==> src/design/averaged_pid_servo_controller_unit_defines.svh <==
// ----------------------------------------------------------------------------
// Averaged PID servo controller: assertion macros
// Shared concurrent assertion forms for the controller RTL.
// ----------------------------------------------------------------------------
`ifndef AVERAGED_PID_SERVO_CONTROLLER_UNIT_DEFINES_SVH
`define AVERAGED_PID_SERVO_CONTROLLER_UNIT_DEFINES_SVH

// Same-cycle implication, disabled during reset
`define APSC_ASSERT_IMP(label, clk, rst, ante, cons, msg) \
  label: assert property (@(posedge clk) disable iff (rst) (ante) |-> (cons)) \
    else $error(msg);

// Next-cycle implication, disabled during reset
`define APSC_ASSERT_NXT(label, clk, rst, ante, cons, msg) \
  label: assert property (@(posedge clk) disable iff (rst) (ante) |=> (cons)) \
    else $error(msg);

`endif

==> src/design/apsc_pkg.sv <==
// ----------------------------------------------------------------------------
// Averaged PID servo controller package
// Field widths, internal datapath widths, constants and register indexes.
// ----------------------------------------------------------------------------
package apsc_pkg;

  localparam int ANGLE_W   = 25;
  localparam int GAIN_W    = 16;
  localparam int WINDOW_W  = 24;
  localparam int COUNT_W   = 8;
  localparam int TIME_W    = 32;
  localparam int CMD_W     = 8;
  localparam int CFG_W     = 25;
  localparam int CFG_IDX_W = 3;

  localparam int ANGLE_FRAC_BITS = 16;
  localparam int GAIN_FRAC_BITS  = 8;
  localparam int OUT_SHIFT       = ANGLE_FRAC_BITS + GAIN_FRAC_BITS;

  localparam int SUM_W   = 33;
  localparam int QMAG_W  = 32;
  localparam int ERR_W   = 33;
  localparam int DIFF_W  = 34;
  localparam int PROD_W  = 50;
  localparam int INTEG_W = 48;
  localparam int TOT_W   = 52;
  localparam int RQ_W    = TOT_W - OUT_SHIFT;

  localparam int DIVD_W  = 49;
  localparam int DIVS_W  = 23;
  localparam int MS_W    = 23;
  localparam int STEP_W  = 6;
  localparam int MCNT_W  = $clog2(GAIN_W + 1);

  localparam int SERVO_MID = 90;
  localparam int SERVO_MAX = 180;
  localparam int US_PER_MS = 1000;

  localparam logic [CFG_IDX_W-1:0] REG_SETPOINT     = 3'd0;
  localparam logic [CFG_IDX_W-1:0] REG_SAMPLE_COUNT = 3'd1;
  localparam logic [CFG_IDX_W-1:0] REG_GAIN_PROP    = 3'd2;
  localparam logic [CFG_IDX_W-1:0] REG_GAIN_INTEG   = 3'd3;
  localparam logic [CFG_IDX_W-1:0] REG_GAIN_DERIV   = 3'd4;
  localparam logic [CFG_IDX_W-1:0] REG_INTEG_WINDOW = 3'd5;

  localparam logic [ANGLE_W-1:0]  RST_SETPOINT     = 25'd0;
  localparam logic [COUNT_W-1:0]  RST_SAMPLE_COUNT = 8'd30;
  localparam logic [GAIN_W-1:0]   RST_GAIN_PROP    = 16'd1024;
  localparam logic [GAIN_W-1:0]   RST_GAIN_INTEG   = 16'd26;
  localparam logic [GAIN_W-1:0]   RST_GAIN_DERIV   = 16'd26;
  localparam logic [WINDOW_W-1:0] RST_INTEG_WINDOW = 24'd196608;

  typedef struct packed {
    logic              start;
    logic [STEP_W-1:0] steps;
  } div_ctl_t;

endpackage

==> src/design/apsc_div.sv <==
// ----------------------------------------------------------------------------
// Serial restoring divider
// Unsigned division, one quotient bit per cycle; the dividend arrives
// left-aligned and the step count sets how many bits are resolved.
// ----------------------------------------------------------------------------
module apsc_div
  import apsc_pkg::*;
(
  input  logic              clk,
  input  logic              rst,
  input  div_ctl_t          ctl,
  input  logic [DIVD_W-1:0] dividend,
  input  logic [DIVS_W-1:0] divisor,
  output logic              done,
  output logic [DIVD_W-1:0] quotient
);

  logic [DIVD_W-1:0] q;
  logic [DIVS_W-1:0] r;
  logic [DIVS_W-1:0] d;
  logic [STEP_W-1:0] cnt;
  logic              busy;
  logic [DIVS_W:0]   r2;
  logic [DIVS_W:0]   r2_sub;
  logic              ge;

  always_comb begin
    r2     = {r, q[DIVD_W-1]};
    r2_sub = r2 - {1'b0, d};
    ge     = (r2 >= {1'b0, d});
  end

  always_ff @(posedge clk) begin
    if (rst) begin
      busy <= 1'b0;
      done <= 1'b0;
      cnt  <= '0;
    end else begin
      done <= 1'b0;
      if (ctl.start) begin
        busy <= 1'b1;
        cnt  <= ctl.steps;
      end else if (busy) begin
        cnt <= cnt - 1'b1;
        if (cnt == STEP_W'(1)) begin
          busy <= 1'b0;
          done <= 1'b1;
        end
      end
    end
  end

  always_ff @(posedge clk) begin
    if (ctl.start) begin
      q <= dividend;
      r <= '0;
      d <= divisor;
    end else if (busy) begin
      q <= {q[DIVD_W-2:0], ge};
      r <= ge ? r2_sub[DIVS_W-1:0] : r2[DIVS_W-1:0];
    end
  end

  assign quotient = q;

endmodule

==> src/design/apsc_mul.sv <==
// ----------------------------------------------------------------------------
// Serial gain multiplier
// Unsigned gain times signed operand, one gain bit per cycle (shift and add).
// ----------------------------------------------------------------------------
module apsc_mul
  import apsc_pkg::*;
(
  input  logic              clk,
  input  logic              rst,
  input  logic              start,
  input  logic [GAIN_W-1:0] gain,
  input  logic [DIFF_W-1:0] multiplicand,
  output logic              done,
  output logic [PROD_W-1:0] product
);

  logic [PROD_W-1:0] m;
  logic [GAIN_W-1:0] g;
  logic [PROD_W-1:0] acc;
  logic [MCNT_W-1:0] cnt;
  logic              busy;

  always_ff @(posedge clk) begin
    if (rst) begin
      busy <= 1'b0;
      done <= 1'b0;
      cnt  <= '0;
    end else begin
      done <= 1'b0;
      if (start) begin
        busy <= 1'b1;
        cnt  <= MCNT_W'(GAIN_W);
      end else if (busy) begin
        cnt <= cnt - 1'b1;
        if (cnt == MCNT_W'(1)) begin
          busy <= 1'b0;
          done <= 1'b1;
        end
      end
    end
  end

  always_ff @(posedge clk) begin
    if (start) begin
      m   <= {{(PROD_W-DIFF_W){multiplicand[DIFF_W-1]}}, multiplicand};
      g   <= gain;
      acc <= '0;
    end else if (busy) begin
      if (g[0]) begin
        acc <= acc + m;
      end
      m <= {m[PROD_W-2:0], 1'b0};
      g <= {1'b0, g[GAIN_W-1:1]};
    end
  end

  assign product = acc;

endmodule

==> src/design/averaged_pid_servo_controller_unit.sv <==
// ----------------------------------------------------------------------------
// Averaged PID servo controller
// Each sample item is added to the running sum when it is accepted, and the
// block takes the next item at once. The item that completes a batch starts
// a control update, during which sample_stall is high; the update uses the
// shared bit-serial divider (32 steps for the average, 32 for the millisecond
// count, 49 for the derivative, which is skipped when the elapsed time is
// under one millisecond) and the bit-serial gain multiplier (16 steps for
// each of the three gains). A finished command waits in the output register
// while new samples are accepted; an update stalls at its end only if the
// previous command has not yet been taken.
// ----------------------------------------------------------------------------
`include "averaged_pid_servo_controller_unit_defines.svh"

module averaged_pid_servo_controller_unit
  import apsc_pkg::*;
(
  input  logic                 clk,
  input  logic                 rst,
  input  logic                 cfg_we,
  input  logic [CFG_IDX_W-1:0] cfg_index,
  input  logic [CFG_W-1:0]     cfg_data,
  input  logic                 sample_valid,
  output logic                 sample_stall,
  input  logic signed [ANGLE_W-1:0] angle_sample,
  input  logic [TIME_W-1:0]    timestamp_us,
  output logic                 result_valid,
  input  logic                 result_stall,
  output logic [CMD_W-1:0]     servo_command,
  output logic                 saturated,
  output logic                 zero_elapsed
);

  typedef enum logic [4:0] {
    S_IDLE, S_AVG_GO, S_AVG_WAIT, S_ERR, S_MAG, S_ELAP_GO, S_ELAP_WAIT,
    S_IMUL_GO, S_IMUL_WAIT, S_PMUL_GO, S_PMUL_WAIT, S_DMUL_GO, S_DMUL_WAIT,
    S_DDIV_GO, S_DDIV_WAIT, S_ROUND, S_FINISH
  } state_t;

  state_t state;

  logic [ANGLE_W-1:0]  setpoint;
  logic [COUNT_W-1:0]  sample_count;
  logic [GAIN_W-1:0]   gain_prop;
  logic [GAIN_W-1:0]   gain_integ;
  logic [GAIN_W-1:0]   gain_deriv;
  logic [WINDOW_W-1:0] integ_window;

  logic [SUM_W-1:0]   sample_sum;
  logic [COUNT_W-1:0] sample_counter;
  logic [INTEG_W-1:0] integral_term;
  logic [ERR_W-1:0]   last_error;
  logic [TIME_W-1:0]  last_update_time;

  logic [TIME_W-1:0]  ts;
  logic [ERR_W-1:0]   avg;
  logic [ERR_W-1:0]   err;
  logic [ERR_W-1:0]   mag;
  logic [DIFF_W-1:0]  diff;
  logic [TIME_W-1:0]  elapsed;
  logic [MS_W-1:0]    ms;
  logic               zero_el;
  logic               in_window;
  logic [TOT_W-1:0]   total;
  logic               dneg;
  logic [DIVD_W-1:0]  dmag;
  logic [RQ_W-1:0]    rq;

  logic [COUNT_W-1:0] n_eff;
  logic [SUM_W-1:0]   sum_next;
  logic [COUNT_W-1:0] counter_next;
  logic               batch_done;
  logic               sample_take;
  logic               out_free;
  logic [SUM_W-1:0]   sum_mag;
  logic [ERR_W-1:0]   sp_ext;
  logic [PROD_W-1:0]  isum;
  logic               isum_ovf;
  logic [INTEG_W-1:0] integ_sat;
  logic [PROD_W-1:0]  prod_abs;
  logic [TOT_W-1:0]   round_total;
  logic [RQ_W-1:0]    u;
  logic [CMD_W-1:0]   cmd;
  logic               cmd_sat;

  div_ctl_t           div_ctl;
  logic [DIVD_W-1:0]  div_dividend;
  logic [DIVS_W-1:0]  div_divisor;
  logic               div_done;
  logic [DIVD_W-1:0]  div_q;

  logic               mul_start;
  logic [GAIN_W-1:0]  mul_gain;
  logic [DIFF_W-1:0]  mul_a;
  logic               mul_done;
  logic [PROD_W-1:0]  mul_prod;

  assign sample_stall = (state != S_IDLE);
  assign sample_take  = sample_valid && !sample_stall;
  assign out_free     = !result_valid || !result_stall;

  always_comb begin
    n_eff        = (sample_count == '0) ? COUNT_W'(1) : sample_count;
    sum_next     = sample_sum
                 + {{(SUM_W-ANGLE_W){angle_sample[ANGLE_W-1]}}, angle_sample};
    counter_next = sample_counter + 1'b1;
    batch_done   = (counter_next >= n_eff);
    sum_mag      = sample_sum[SUM_W-1] ? -sample_sum : sample_sum;
    sp_ext       = {{(ERR_W-ANGLE_W){setpoint[ANGLE_W-1]}}, setpoint};
    isum         = {{(PROD_W-INTEG_W){integral_term[INTEG_W-1]}}, integral_term}
                 + mul_prod;
    isum_ovf     = !((&isum[PROD_W-1:INTEG_W-1]) || !(|isum[PROD_W-1:INTEG_W-1]));
    if (isum_ovf) begin
      integ_sat = isum[PROD_W-1] ? {1'b1, {(INTEG_W-1){1'b0}}}
                                 : {1'b0, {(INTEG_W-1){1'b1}}};
    end else begin
      integ_sat = isum[INTEG_W-1:0];
    end
    prod_abs    = mul_prod[PROD_W-1] ? -mul_prod : mul_prod;
    round_total = total + (total[TOT_W-1] ? TOT_W'((64'd1 << OUT_SHIFT) - 64'd1)
                                          : TOT_W'(0));
    u           = rq + RQ_W'(SERVO_MID);
    if (u[RQ_W-1]) begin
      cmd     = '0;
      cmd_sat = 1'b1;
    end else if (u > RQ_W'(SERVO_MAX)) begin
      cmd     = CMD_W'(SERVO_MAX);
      cmd_sat = 1'b1;
    end else begin
      cmd     = u[CMD_W-1:0];
      cmd_sat = 1'b0;
    end
  end

  always_comb begin
    div_ctl.start = 1'b0;
    div_ctl.steps = '0;
    div_dividend  = '0;
    div_divisor   = '0;
    mul_start     = 1'b0;
    mul_gain      = '0;
    mul_a         = '0;
    case (state)
      S_AVG_GO: begin
        div_ctl.start = 1'b1;
        div_ctl.steps = STEP_W'(QMAG_W);
        div_dividend  = {sum_mag[QMAG_W-1:0], {(DIVD_W-QMAG_W){1'b0}}};
        div_divisor   = {{(DIVS_W-COUNT_W){1'b0}}, n_eff};
      end
      S_ELAP_GO: begin
        div_ctl.start = 1'b1;
        div_ctl.steps = STEP_W'(TIME_W);
        div_dividend  = {elapsed, {(DIVD_W-TIME_W){1'b0}}};
        div_divisor   = DIVS_W'(US_PER_MS);
      end
      S_DDIV_GO: begin
        div_ctl.start = 1'b1;
        div_ctl.steps = STEP_W'(DIVD_W);
        div_dividend  = dmag;
        div_divisor   = ms;
      end
      S_IMUL_GO: begin
        mul_start = 1'b1;
        mul_gain  = gain_integ;
        mul_a     = {err[ERR_W-1], err};
      end
      S_PMUL_GO: begin
        mul_start = 1'b1;
        mul_gain  = gain_prop;
        mul_a     = {err[ERR_W-1], err};
      end
      S_DMUL_GO: begin
        mul_start = 1'b1;
        mul_gain  = gain_deriv;
        mul_a     = diff;
      end
      default: begin
      end
    endcase
  end

  apsc_div u_div (
    .clk      (clk),
    .rst      (rst),
    .ctl      (div_ctl),
    .dividend (div_dividend),
    .divisor  (div_divisor),
    .done     (div_done),
    .quotient (div_q)
  );

  apsc_mul u_mul (
    .clk          (clk),
    .rst          (rst),
    .start        (mul_start),
    .gain         (mul_gain),
    .multiplicand (mul_a),
    .done         (mul_done),
    .product      (mul_prod)
  );

  always_ff @(posedge clk) begin
    if (rst) begin
      setpoint     <= RST_SETPOINT;
      sample_count <= RST_SAMPLE_COUNT;
      gain_prop    <= RST_GAIN_PROP;
      gain_integ   <= RST_GAIN_INTEG;
      gain_deriv   <= RST_GAIN_DERIV;
      integ_window <= RST_INTEG_WINDOW;
    end else if (cfg_we) begin
      case (cfg_index)
        REG_SETPOINT:     setpoint     <= cfg_data[ANGLE_W-1:0];
        REG_SAMPLE_COUNT: sample_count <= cfg_data[COUNT_W-1:0];
        REG_GAIN_PROP:    gain_prop    <= cfg_data[GAIN_W-1:0];
        REG_GAIN_INTEG:   gain_integ   <= cfg_data[GAIN_W-1:0];
        REG_GAIN_DERIV:   gain_deriv   <= cfg_data[GAIN_W-1:0];
        REG_INTEG_WINDOW: integ_window <= cfg_data[WINDOW_W-1:0];
        default: begin
        end
      endcase
    end
  end

  always_ff @(posedge clk) begin
    if (rst) begin
      state            <= S_IDLE;
      result_valid     <= 1'b0;
      sample_sum       <= '0;
      sample_counter   <= '0;
      integral_term    <= '0;
      last_error       <= '0;
      last_update_time <= '0;
    end else begin
      if (result_valid && !result_stall && (state != S_FINISH)) begin
        result_valid <= 1'b0;
      end
      case (state)
        S_IDLE: begin
          if (sample_take) begin
            sample_sum     <= sum_next;
            sample_counter <= counter_next;
            if (batch_done) begin
              state <= S_AVG_GO;
            end
          end
        end
        S_AVG_GO:  state <= S_AVG_WAIT;
        S_AVG_WAIT: begin
          if (div_done) begin
            state <= S_ERR;
          end
        end
        S_ERR:     state <= S_MAG;
        S_MAG:     state <= S_ELAP_GO;
        S_ELAP_GO: state <= S_ELAP_WAIT;
        S_ELAP_WAIT: begin
          if (div_done) begin
            state <= S_IMUL_GO;
          end
        end
        S_IMUL_GO: state <= S_IMUL_WAIT;
        S_IMUL_WAIT: begin
          if (mul_done) begin
            if (in_window) begin
              integral_term <= integ_sat;
            end
            state <= S_PMUL_GO;
          end
        end
        S_PMUL_GO: state <= S_PMUL_WAIT;
        S_PMUL_WAIT: begin
          if (mul_done) begin
            state <= S_DMUL_GO;
          end
        end
        S_DMUL_GO: state <= S_DMUL_WAIT;
        S_DMUL_WAIT: begin
          if (mul_done) begin
            state <= zero_el ? S_ROUND : S_DDIV_GO;
          end
        end
        S_DDIV_GO: state <= S_DDIV_WAIT;
        S_DDIV_WAIT: begin
          if (div_done) begin
            state <= S_ROUND;
          end
        end
        S_ROUND:   state <= S_FINISH;
        S_FINISH: begin
          if (out_free) begin
            servo_command    <= cmd;
            saturated        <= cmd_sat;
            zero_elapsed     <= zero_el;
            result_valid     <= 1'b1;
            last_error       <= err;
            last_update_time <= ts;
            sample_sum       <= '0;
            sample_counter   <= '0;
            state            <= S_IDLE;
          end
        end
        default:   state <= S_IDLE;
      endcase
    end
  end

  always_ff @(posedge clk) begin
    case (state)
      S_IDLE: begin
        if (sample_take) begin
          ts <= timestamp_us;
        end
      end
      S_AVG_WAIT: begin
        if (div_done) begin
          avg <= sample_sum[SUM_W-1] ? -{1'b0, div_q[QMAG_W-1:0]}
                                     : {1'b0, div_q[QMAG_W-1:0]};
        end
      end
      S_ERR: begin
        err     <= avg - sp_ext;
        elapsed <= ts - last_update_time;
      end
      S_MAG: begin
        mag  <= err[ERR_W-1] ? -err : err;
        diff <= {err[ERR_W-1], err} - {last_error[ERR_W-1], last_error};
      end
      S_ELAP_WAIT: begin
        if (div_done) begin
          ms      <= div_q[MS_W-1:0];
          zero_el <= (div_q[MS_W-1:0] == '0);
        end
      end
      S_IMUL_GO: begin
        in_window <= (mag < {{(ERR_W-WINDOW_W){1'b0}}, integ_window});
      end
      S_PMUL_WAIT: begin
        if (mul_done) begin
          total <= {{(TOT_W-PROD_W){mul_prod[PROD_W-1]}}, mul_prod}
                 + {{(TOT_W-INTEG_W){integral_term[INTEG_W-1]}}, integral_term};
        end
      end
      S_DMUL_WAIT: begin
        if (mul_done) begin
          dneg <= mul_prod[PROD_W-1];
          dmag <= prod_abs[DIVD_W-1:0];
        end
      end
      S_DDIV_WAIT: begin
        if (div_done) begin
          total <= dneg ? total - {{(TOT_W-DIVD_W){1'b0}}, div_q}
                        : total + {{(TOT_W-DIVD_W){1'b0}}, div_q};
        end
      end
      S_ROUND: begin
        rq <= round_total[TOT_W-1:OUT_SHIFT];
      end
      default: begin
      end
    endcase
  end

  `APSC_ASSERT_IMP(a_cmd_range, clk, rst, result_valid,
                   servo_command <= CMD_W'(SERVO_MAX), "servo command above range")
  `APSC_ASSERT_IMP(a_sat_edge, clk, rst, result_valid && saturated,
                   (servo_command == '0) || (servo_command == CMD_W'(SERVO_MAX)),
                   "saturated command not at a limit")
  `APSC_ASSERT_IMP(a_no_zero_div, clk, rst, state == S_DDIV_GO,
                   !zero_el && (ms != '0), "derivative divide by zero elapsed time")
  `APSC_ASSERT_NXT(a_finish_load, clk, rst, (state == S_FINISH) && out_free,
                   result_valid && (state == S_IDLE) && (sample_counter == '0),
                   "update did not complete cleanly")

endmodule
==> config.mk <==
export PLATFORM = sky130hd
export DESIGN_NAME = averaged_pid_servo_controller_unit
export DESIGN_NICKNAME = d
export VERILOG_FILES = /design/src/design/apsc_pkg.sv /design/src/design/apsc_div.sv /design/src/design/apsc_mul.sv /design/src/design/averaged_pid_servo_controller_unit.sv
export VERILOG_INCLUDE_DIRS = /design/src /design/src/design
export SDC_FILE = /design/constraint.sdc
export NUM_CORES = 2
export LEC_CHECK = 0
export ABC_AREA = 1
export ABC_CLOCK_PERIOD_IN_PS = 16400
export BUFFER_PORTS_ARGS = -buffer_cell sky130_fd_sc_hd__buf_4
export CAP_MARGIN = 20
export CORE_ASPECT_RATIO = 0.9
export CORE_UTILIZATION = 45
export CTS_CLUSTER_SIZE = 10
export DETAILED_ROUTE_END_ITERATION = 8
export GPL_TIMING_DRIVEN = 0
export MAX_ROUTING_LAYER = met4
export PLACE_DENSITY = 0.63
export SLEW_MARGIN = 30
export SYNTH_ARGS = -nofsm -noshare
export SYNTH_HDL_FRONTEND = slang
export SYNTH_SLANG_ARGS = --single-unit
==> constraint.sdc <==
create_clock -name clk -period 16.4 [get_ports clk]
set_input_delay 1.64 -clock clk [delete_from_list [all_inputs] [get_ports clk]]
set_output_delay 1.64 -clock clk [all_outputs]
set_load 0.01 [all_outputs]
# [After elaboration in Yosys (flattened, before gate mapping)]
# Cells that the tools add are included.
[totals] wordCells=207 output_inout_bits=12 register_bits=853 input_bits=90
[classes] mux=59 order_cmp=4 bitwise_logic=3 add_sub_neg=19 eq_ne=33 n_reduce_logical=44
[op_table] op="$mux W52" n=3
[op_table] op="$mux W49" n=3
[op_table] op="$pmux W49 S3" n=1
[op_table] op="$pmux W52 S2" n=1
[op_table] op="$add A50 B50 Y50" n=2
[op_table] op="$mux W50" n=2
[op_table] op="$mux W32" n=3
[op_table] op="$mux W48" n=2
[op_table] op="$pmux W5 S17" n=1
[op_table] op="$pmux W23 S3" n=1
[op_table] op="$pmux W34 S2" n=1
[op_table] op="$mux W33" n=2
[op_table] op="$pmux W33 S2" n=1
[op_table] op="$mux W5" n=11
[op_table] op="$add A52 B24 Y52" n=1
[op_table] op="$add A52 B49 Y52" n=1
[op_table] op="$sub A52 B49 Y52" n=1
[op_table] op="$add A50 B48 Y51" n=1
[op_table] op="$neg A49 Y49" n=1
[op_table] op="$pmux W16 S3" n=1
[op_table] op="$eq A5 B4 Y1 const B" n=8
[op_table] op="$sub A33 B33 Y34" n=1
[op_table] op="$add A33 B33 Y33" n=1
[op_table] op="$lt A33 B24 Y1" n=1
[op_table] op="48 further kinds" n=111

# [Longest topological paths before layout]
[logic_depth] depth_word=6 ltp_mapped=27 mapped_depth_nobuf=27

# [Modules after synthesis]
# From an unflattened synthesis, not the netlist that was laid out.
[hier_totals] hier_cells=8612 area_unflattened_um2=60817.1
[modules_own_cells] mod="averaged_pid_servo_controller_unit" area_each_um2=45605.0 seq_area_each_um2=16175.5 cells_each=6332 n_inst=1
[modules_own_cells] mod="apsc_mul" area_each_um2=9285.2 seq_area_each_um2=3123.0 cells_each=1461 n_inst=1
[modules_own_cells] mod="apsc_div" area_each_um2=5926.9 seq_area_each_um2=2782.7 cells_each=819 n_inst=1

# [Worst setup path before layout]
# OpenSTA, ideal clock, no wires.
[synth_timing] kind="reg-to-reg" startpoint="reg state[2]" endpoint="reg diff[0] (enable)" t_arrival_ns=7.035 path_buffers=0 period_less_slack_ns=7.693 required_time_ns=15.742 stages_incl_launch_ff=5 slack_ns=8.707 setup_ns=0.658 cell_sequence="dfxtp_1 inv_1 nor2_1 inv_1 nor4_1"
[synth_between] elab_chain_cells=1
[synth_lines] element="start: declaration" line="averaged_pid_servo_controller_unit.sv:40" source="state_t state;"
[synth_lines] element="start signal: assignment" line="averaged_pid_servo_controller_unit.sv:279" source="state <= zero_el ? S_ROUND : S_DDIV_GO;"
[synth_lines] element="$eq A5 B3 Y1" line="averaged_pid_servo_controller_unit.sv:308" source="case (state)"
[synth_lines] element="end signal: assignment" line="averaged_pid_servo_controller_unit.sv:326" source="diff <= {err[ERR_W-1], err} - {last_error[ERR_W-1], last_error};"
[synth_lines] element="end: declaration" line="averaged_pid_servo_controller_unit.sv:59" source="logic [DIFF_W-1:0] diff;"
# No other way between the ends.
# A chain may end at the register's enable or synchronous reset.

# [Worst setup path in the final report]
[layout_timing] startpoint="reg dneg" endpoint="reg total[25] (data pin)"
[layout_between] elab_chain_cells=3
[layout_lines] element="start: declaration" line="averaged_pid_servo_controller_unit.sv:65" source="logic dneg;"
[layout_lines] element="start signal: assignment" line="averaged_pid_servo_controller_unit.sv:345" source="dneg <= mul_prod[PROD_W-1];"
[layout_lines] element="$mux W52" line="averaged_pid_servo_controller_unit.sv:351" source="total <= dneg ? total - {{(TOT_W-DIVD_W){1'b0}}, div_q}"
[layout_lines] element="$mux W52" line="averaged_pid_servo_controller_unit.sv:350" source="if (div_done) begin"
[layout_lines] element="$pmux W52 S2" line="averaged_pid_servo_controller_unit.sv:308"
[layout_lines] element="end signal: assignment" line="averaged_pid_servo_controller_unit.sv:339" source="total <= {{(TOT_W-PROD_W){mul_prod[PROD_W-1]}}, mul_prod}"
[layout_lines] element="end signal: assignment" line="averaged_pid_servo_controller_unit.sv:351"
[layout_lines] element="end: declaration" line="averaged_pid_servo_controller_unit.sv:64" source="logic [TOT_W-1:0] total;"
# No other way between the ends. The select of a mux whose other input is x is not followed.

==> results.tsv <==
stage	metric	value	unit
grt	first-pass GRT wire length	331000	um
sta	Final Setup Violations	0	
route	routed len/inst	22.5	um
grt	number of global-route vias before repair	52103	
sta	Worst Max-Slew Pin Slew	1050	ps
sta	post-route setup TNS	0	ps
die	initial core utilization	45.4	%
critical_path	reg-to-reg startpoint	dneg$_DFFE_PP_	
cts	clk buf depth	3	
sta	RSZ-0062 raised after global routing	false	
critical_path	Worst EP required	16860	ps
grt	M2 GR Usage	50.2	%
yosys	Yosys top cell area share	25.7	%
yosys	ys async rst share	0	%
min_path	worst min path class	reg2reg	
critical_path	worst setup path start	dneg$_DFFE_PP_	
min_path	hold path cells	2	
yosys	Synth cell types	64	
cts	cts hold-fix bufs	0	
sta	headroom to the max-slew limit	29.4	%
yosys	Synth area leaders	edfxtp_1 (26%), dfxtp_1 (12%), nand2_1 (12%)	
die	Die H	344	um
sta	Tcrit/Tclk final	31.8	%
critical_path	critical path type	reg2reg	
yosys	syn_nets	8453	
sta	Final Hold Fails	0	
power_and_ir_drop	pwr/cell area	78.9	nW/um2
cts	Clock Sinks	853	
route	post-DR vias/cell	5.62	
grt	M3 GR Usage	5.08	%
placement	gpl congestion	1.07	
placement	Place WS	11430	ps
final_layout	share of layout cells above drive strength 1	5.93	%
grt	gr usage total	34.6	%
route	drt first pass iters	8	
critical_path	Worst Setup Start Kind	flip-flop	
yosys	Synth Register Bits	853	
grt	initial antenna violation count	8	
sta	Fmax	0.192	GHz
die	area of the core	129000	um2
cts	post-CTS setup buffers	0	
yosys	area leader, netlist	edfxtp_1	
cts	clock-pin slew on the worst setup and hold paths	70	ps
sta	fin. max-slew vios	0	
power_and_ir_drop	P_leak	0.0280	uW
sta	Tmin final	5210	ps
cts	CTS Buf Count	102	
route	# DRC	0	
critical_path	R2R setup slack	11190	ps
yosys	EDFF count, synth	500	
die	Die ar.	131000	um2
final_layout	Area growth syn-to-layout	11.4	%
route	DRT Wirelength	226000	um
grt	GR peak layer	met2	
die	row count	125	
yosys	Avg Cell Area, Syn	7.32	um2
power_and_ir_drop	worst vdd ir	99.8	uV
run	# Max-Cap Violations	0	
sta	Worst Clk Skew	61.2	ps
sta	post-route worst setup slack	11190	ps
critical_path	WP data arrival	5670	ps
grt	largest net degree at the start of global routing	36	
placement	post-detail-place hpwl	187000	um
yosys	Synthesis Warnings	0	
critical_path	Max Fanout on Critical Path	10	
run_status	status	complete, no violations	
final_layout	Post-Layout Cell Count	10036	
placement	placed insts	9840	
yosys	Seq/Total Area, Yosys	37.7	%
cts	Resize count post-CTS	0	
final_layout	Core Util, Final	50.5	%
grt	routing usage on met1	49.0	%
die	num ports	102	
critical_path	worst reg2reg path depth	20	
yosys	Top FF cell, synth	edfxtp_1	
final_layout	nets	8693	
route	via count	56380	
min_path	Hold EP	gain_deriv[1]$_SDFFE_PP1P_	
cts	H-tree depth	3	
yosys	Synth Instances	7990	
cts	CTS root buf	clkbuf_16	
critical_path	R2R Path End	total[25]$_DFFE_PP_	
route	Final ANT Viol Nets	0	
die	DIE WIDTH	382	um
cts	CTS tree	done	
yosys	Post-Syn Area	58500	um2
placement	IO buf count	101	
grt	grt total ovfl	0	
route	Initial DRC Count	5657	
cts	Skew-Pair Late Insertion Delay	760	ps
min_path	Worst Hold Launch	gain_deriv[1]$_SDFFE_PP1P_	
final_layout	fill count	12894	
critical_path	CP Capture Type	flip-flop	
cell families (layout without fill, tap and decap cells):
| logic type | Yosys count | in the layout | synth area share [%] |
|---|---|---|---|
| simple gates | 3465 | 3465 | 24.6 |
| fa+ha+maj | 373 | 373 | 8.08 |
| flops | 853 | 853 | 37.7 |
| xor+xnor | 333 | 333 | 4.98 |
| buf+inv | 1252 | 1581 | 8.26 |
| other cells | 0 | 3 | 0 |
| compound gates | 1714 | 1714 | 16.3 |
flip-flops by register name, summed over array words and instances, names as in the netlist, 23 cells and up:
| register | cells |
|---|---|
| last_error | 33 |
| u_div.d | 23 |
| dmag | 49 |
| elapsed | 32 |
| u_mul.m | 50 |
| u_mul.product | 50 |
| ts | 32 |
| mag | 33 |
| ms | 23 |
| integral_term | 48 |
| last_update_time | 32 |
| setpoint | 25 |
| integ_window | 24 |
| u_div.r | 23 |
| sample_sum | 33 |
| total | 52 |
| err | 33 |
| diff | 34 |
| avg | 33 |
| u_div.quotient | 49 |
| rq | 28 |
how the worst max path moves through the flow:
| stage | endpoint | depth (start not counted) |
|---|---|---|
| 2_1_floorplan | diff[0]$_DFFE_PP_ | 4 |
| 3_3_place_gp | mag[21]$_DFFE_PP_ | 4 |
| 3_5_place_dp | total[43]$_DFFE_PP_ | 21 |
| 4_1_cts | total[43]$_DFFE_PP_ | 21 |
| 5_1_grt | total[43]$_DFFE_PP_ | 21 |
| 6_report | total[25]$_DFFE_PP_ | 20 |
final cells by class:
cell class              count  area, um2  area share, %
repair buffers            136       1200           1.85
clock buffers             174       2950           4.52
plain buffers             188        851           1.31
flip-flops and latches    853      22100           33.9
well taps                1714       2140           3.29
inverters                1064       4000           6.13
multi-input cells        5885      31700           48.6
diodes                      3       7.51         0.0115
clock inverters            19        262          0.401
Yosys cell counts, drive strengths merged (5+ instances only):
cell and count:
a211oi 10, a21boi 19, a21o 47, a21oi 704
a221oi 14, a22o 8, a22oi 44, a31oi 43
buf 53, clkbuf 135, clkinv 5, dfxtp 353
edfxtp 500, fa 8, ha 365, inv 1059
nand2 1883, nand3 332, nand3b 28, nand4 100
nor2 918, nor3 115, nor4 49, o2111ai 19
o211ai 36, o21a 25, o21ai 673, o21bai 52
o31ai 7, or2 33, xnor2 73, xor2 260
per-layer routing:
metal / up-vias / share of wire (%)
met3: 332 / 8.0
met1: 26790 / 46
li1: 27138 / -
met2: 2120 / 42
met5: - / 0
met4: 0 / 3.8
where the power goes:
part	switching [uW]	internal (uW)	total [uW]
registers	45.4	2300	2350
clock network	980	1240	2220
logic	382	190	573
total	1410	3740	5140
cells in the final DEF, fill, tap and decap left out, drive strengths merged, types with 3 or more instances in the layout:
master	synthesis	routed
o31ai	7	7
or2	33	33
clkbuf	135	309
a21o	47	47
a31oi	43	43
nand3	332	332
nand3b	28	28
inv	1059	1061
o21a	25	25
xnor2	73	73
a221oi	14	14
ha	365	365
nand2	1883	1883
nor3	115	115
o2111ai	19	19
dfxtp	353	353
o211ai	36	36
buf	53	189
a22oi	44	44
a22o	8	8
diode	0	3
nor2	918	918
o21ai	673	673
a211oi	10	10
fa	8	8
clkinv	5	20
and3	3	3
and2	3	3
nor4	49	49
a21boi	19	19
o21bai	52	52
a21oi	704	704
nand4	100	100
xor2	260	260
edfxtp	500	500
worst max-delay path, cell delays in order, from the launching register on:
cell,delay [ps]
edfxtp_1,440
clkbuf_1,240
inv_1,140
clkbuf_1,470
buf_1,560
nand2_1,100
o21ai_0,110
ha_1,310
a21oi_1,150
o21ai_1,330
a21oi_1,720
inv_2,110
nand2_1,90
nand2_1,220
nand2_1,130
nand2_1,190
nand2_1,110
nand2_1,110
or2_1,240
nand3_1,80
nand2_1,70
per-stage QoR:
| step | cell area [um2] | power (uW) | hold WS, ps |
|---|---|---|---|
| after global routing | 65200 | 5320 | 474 |
| after global placement | 61400 | 2940 | 438 |
| final | 65200 | 5140 | 456 |
| after CTS | 65200 | 5160 | 459 |
| after floorplan | 58500 | 2760 | 424 |
| after detailed placement | 62000 | 2950 | 442 |
Power figures use the tool's default switching activity.
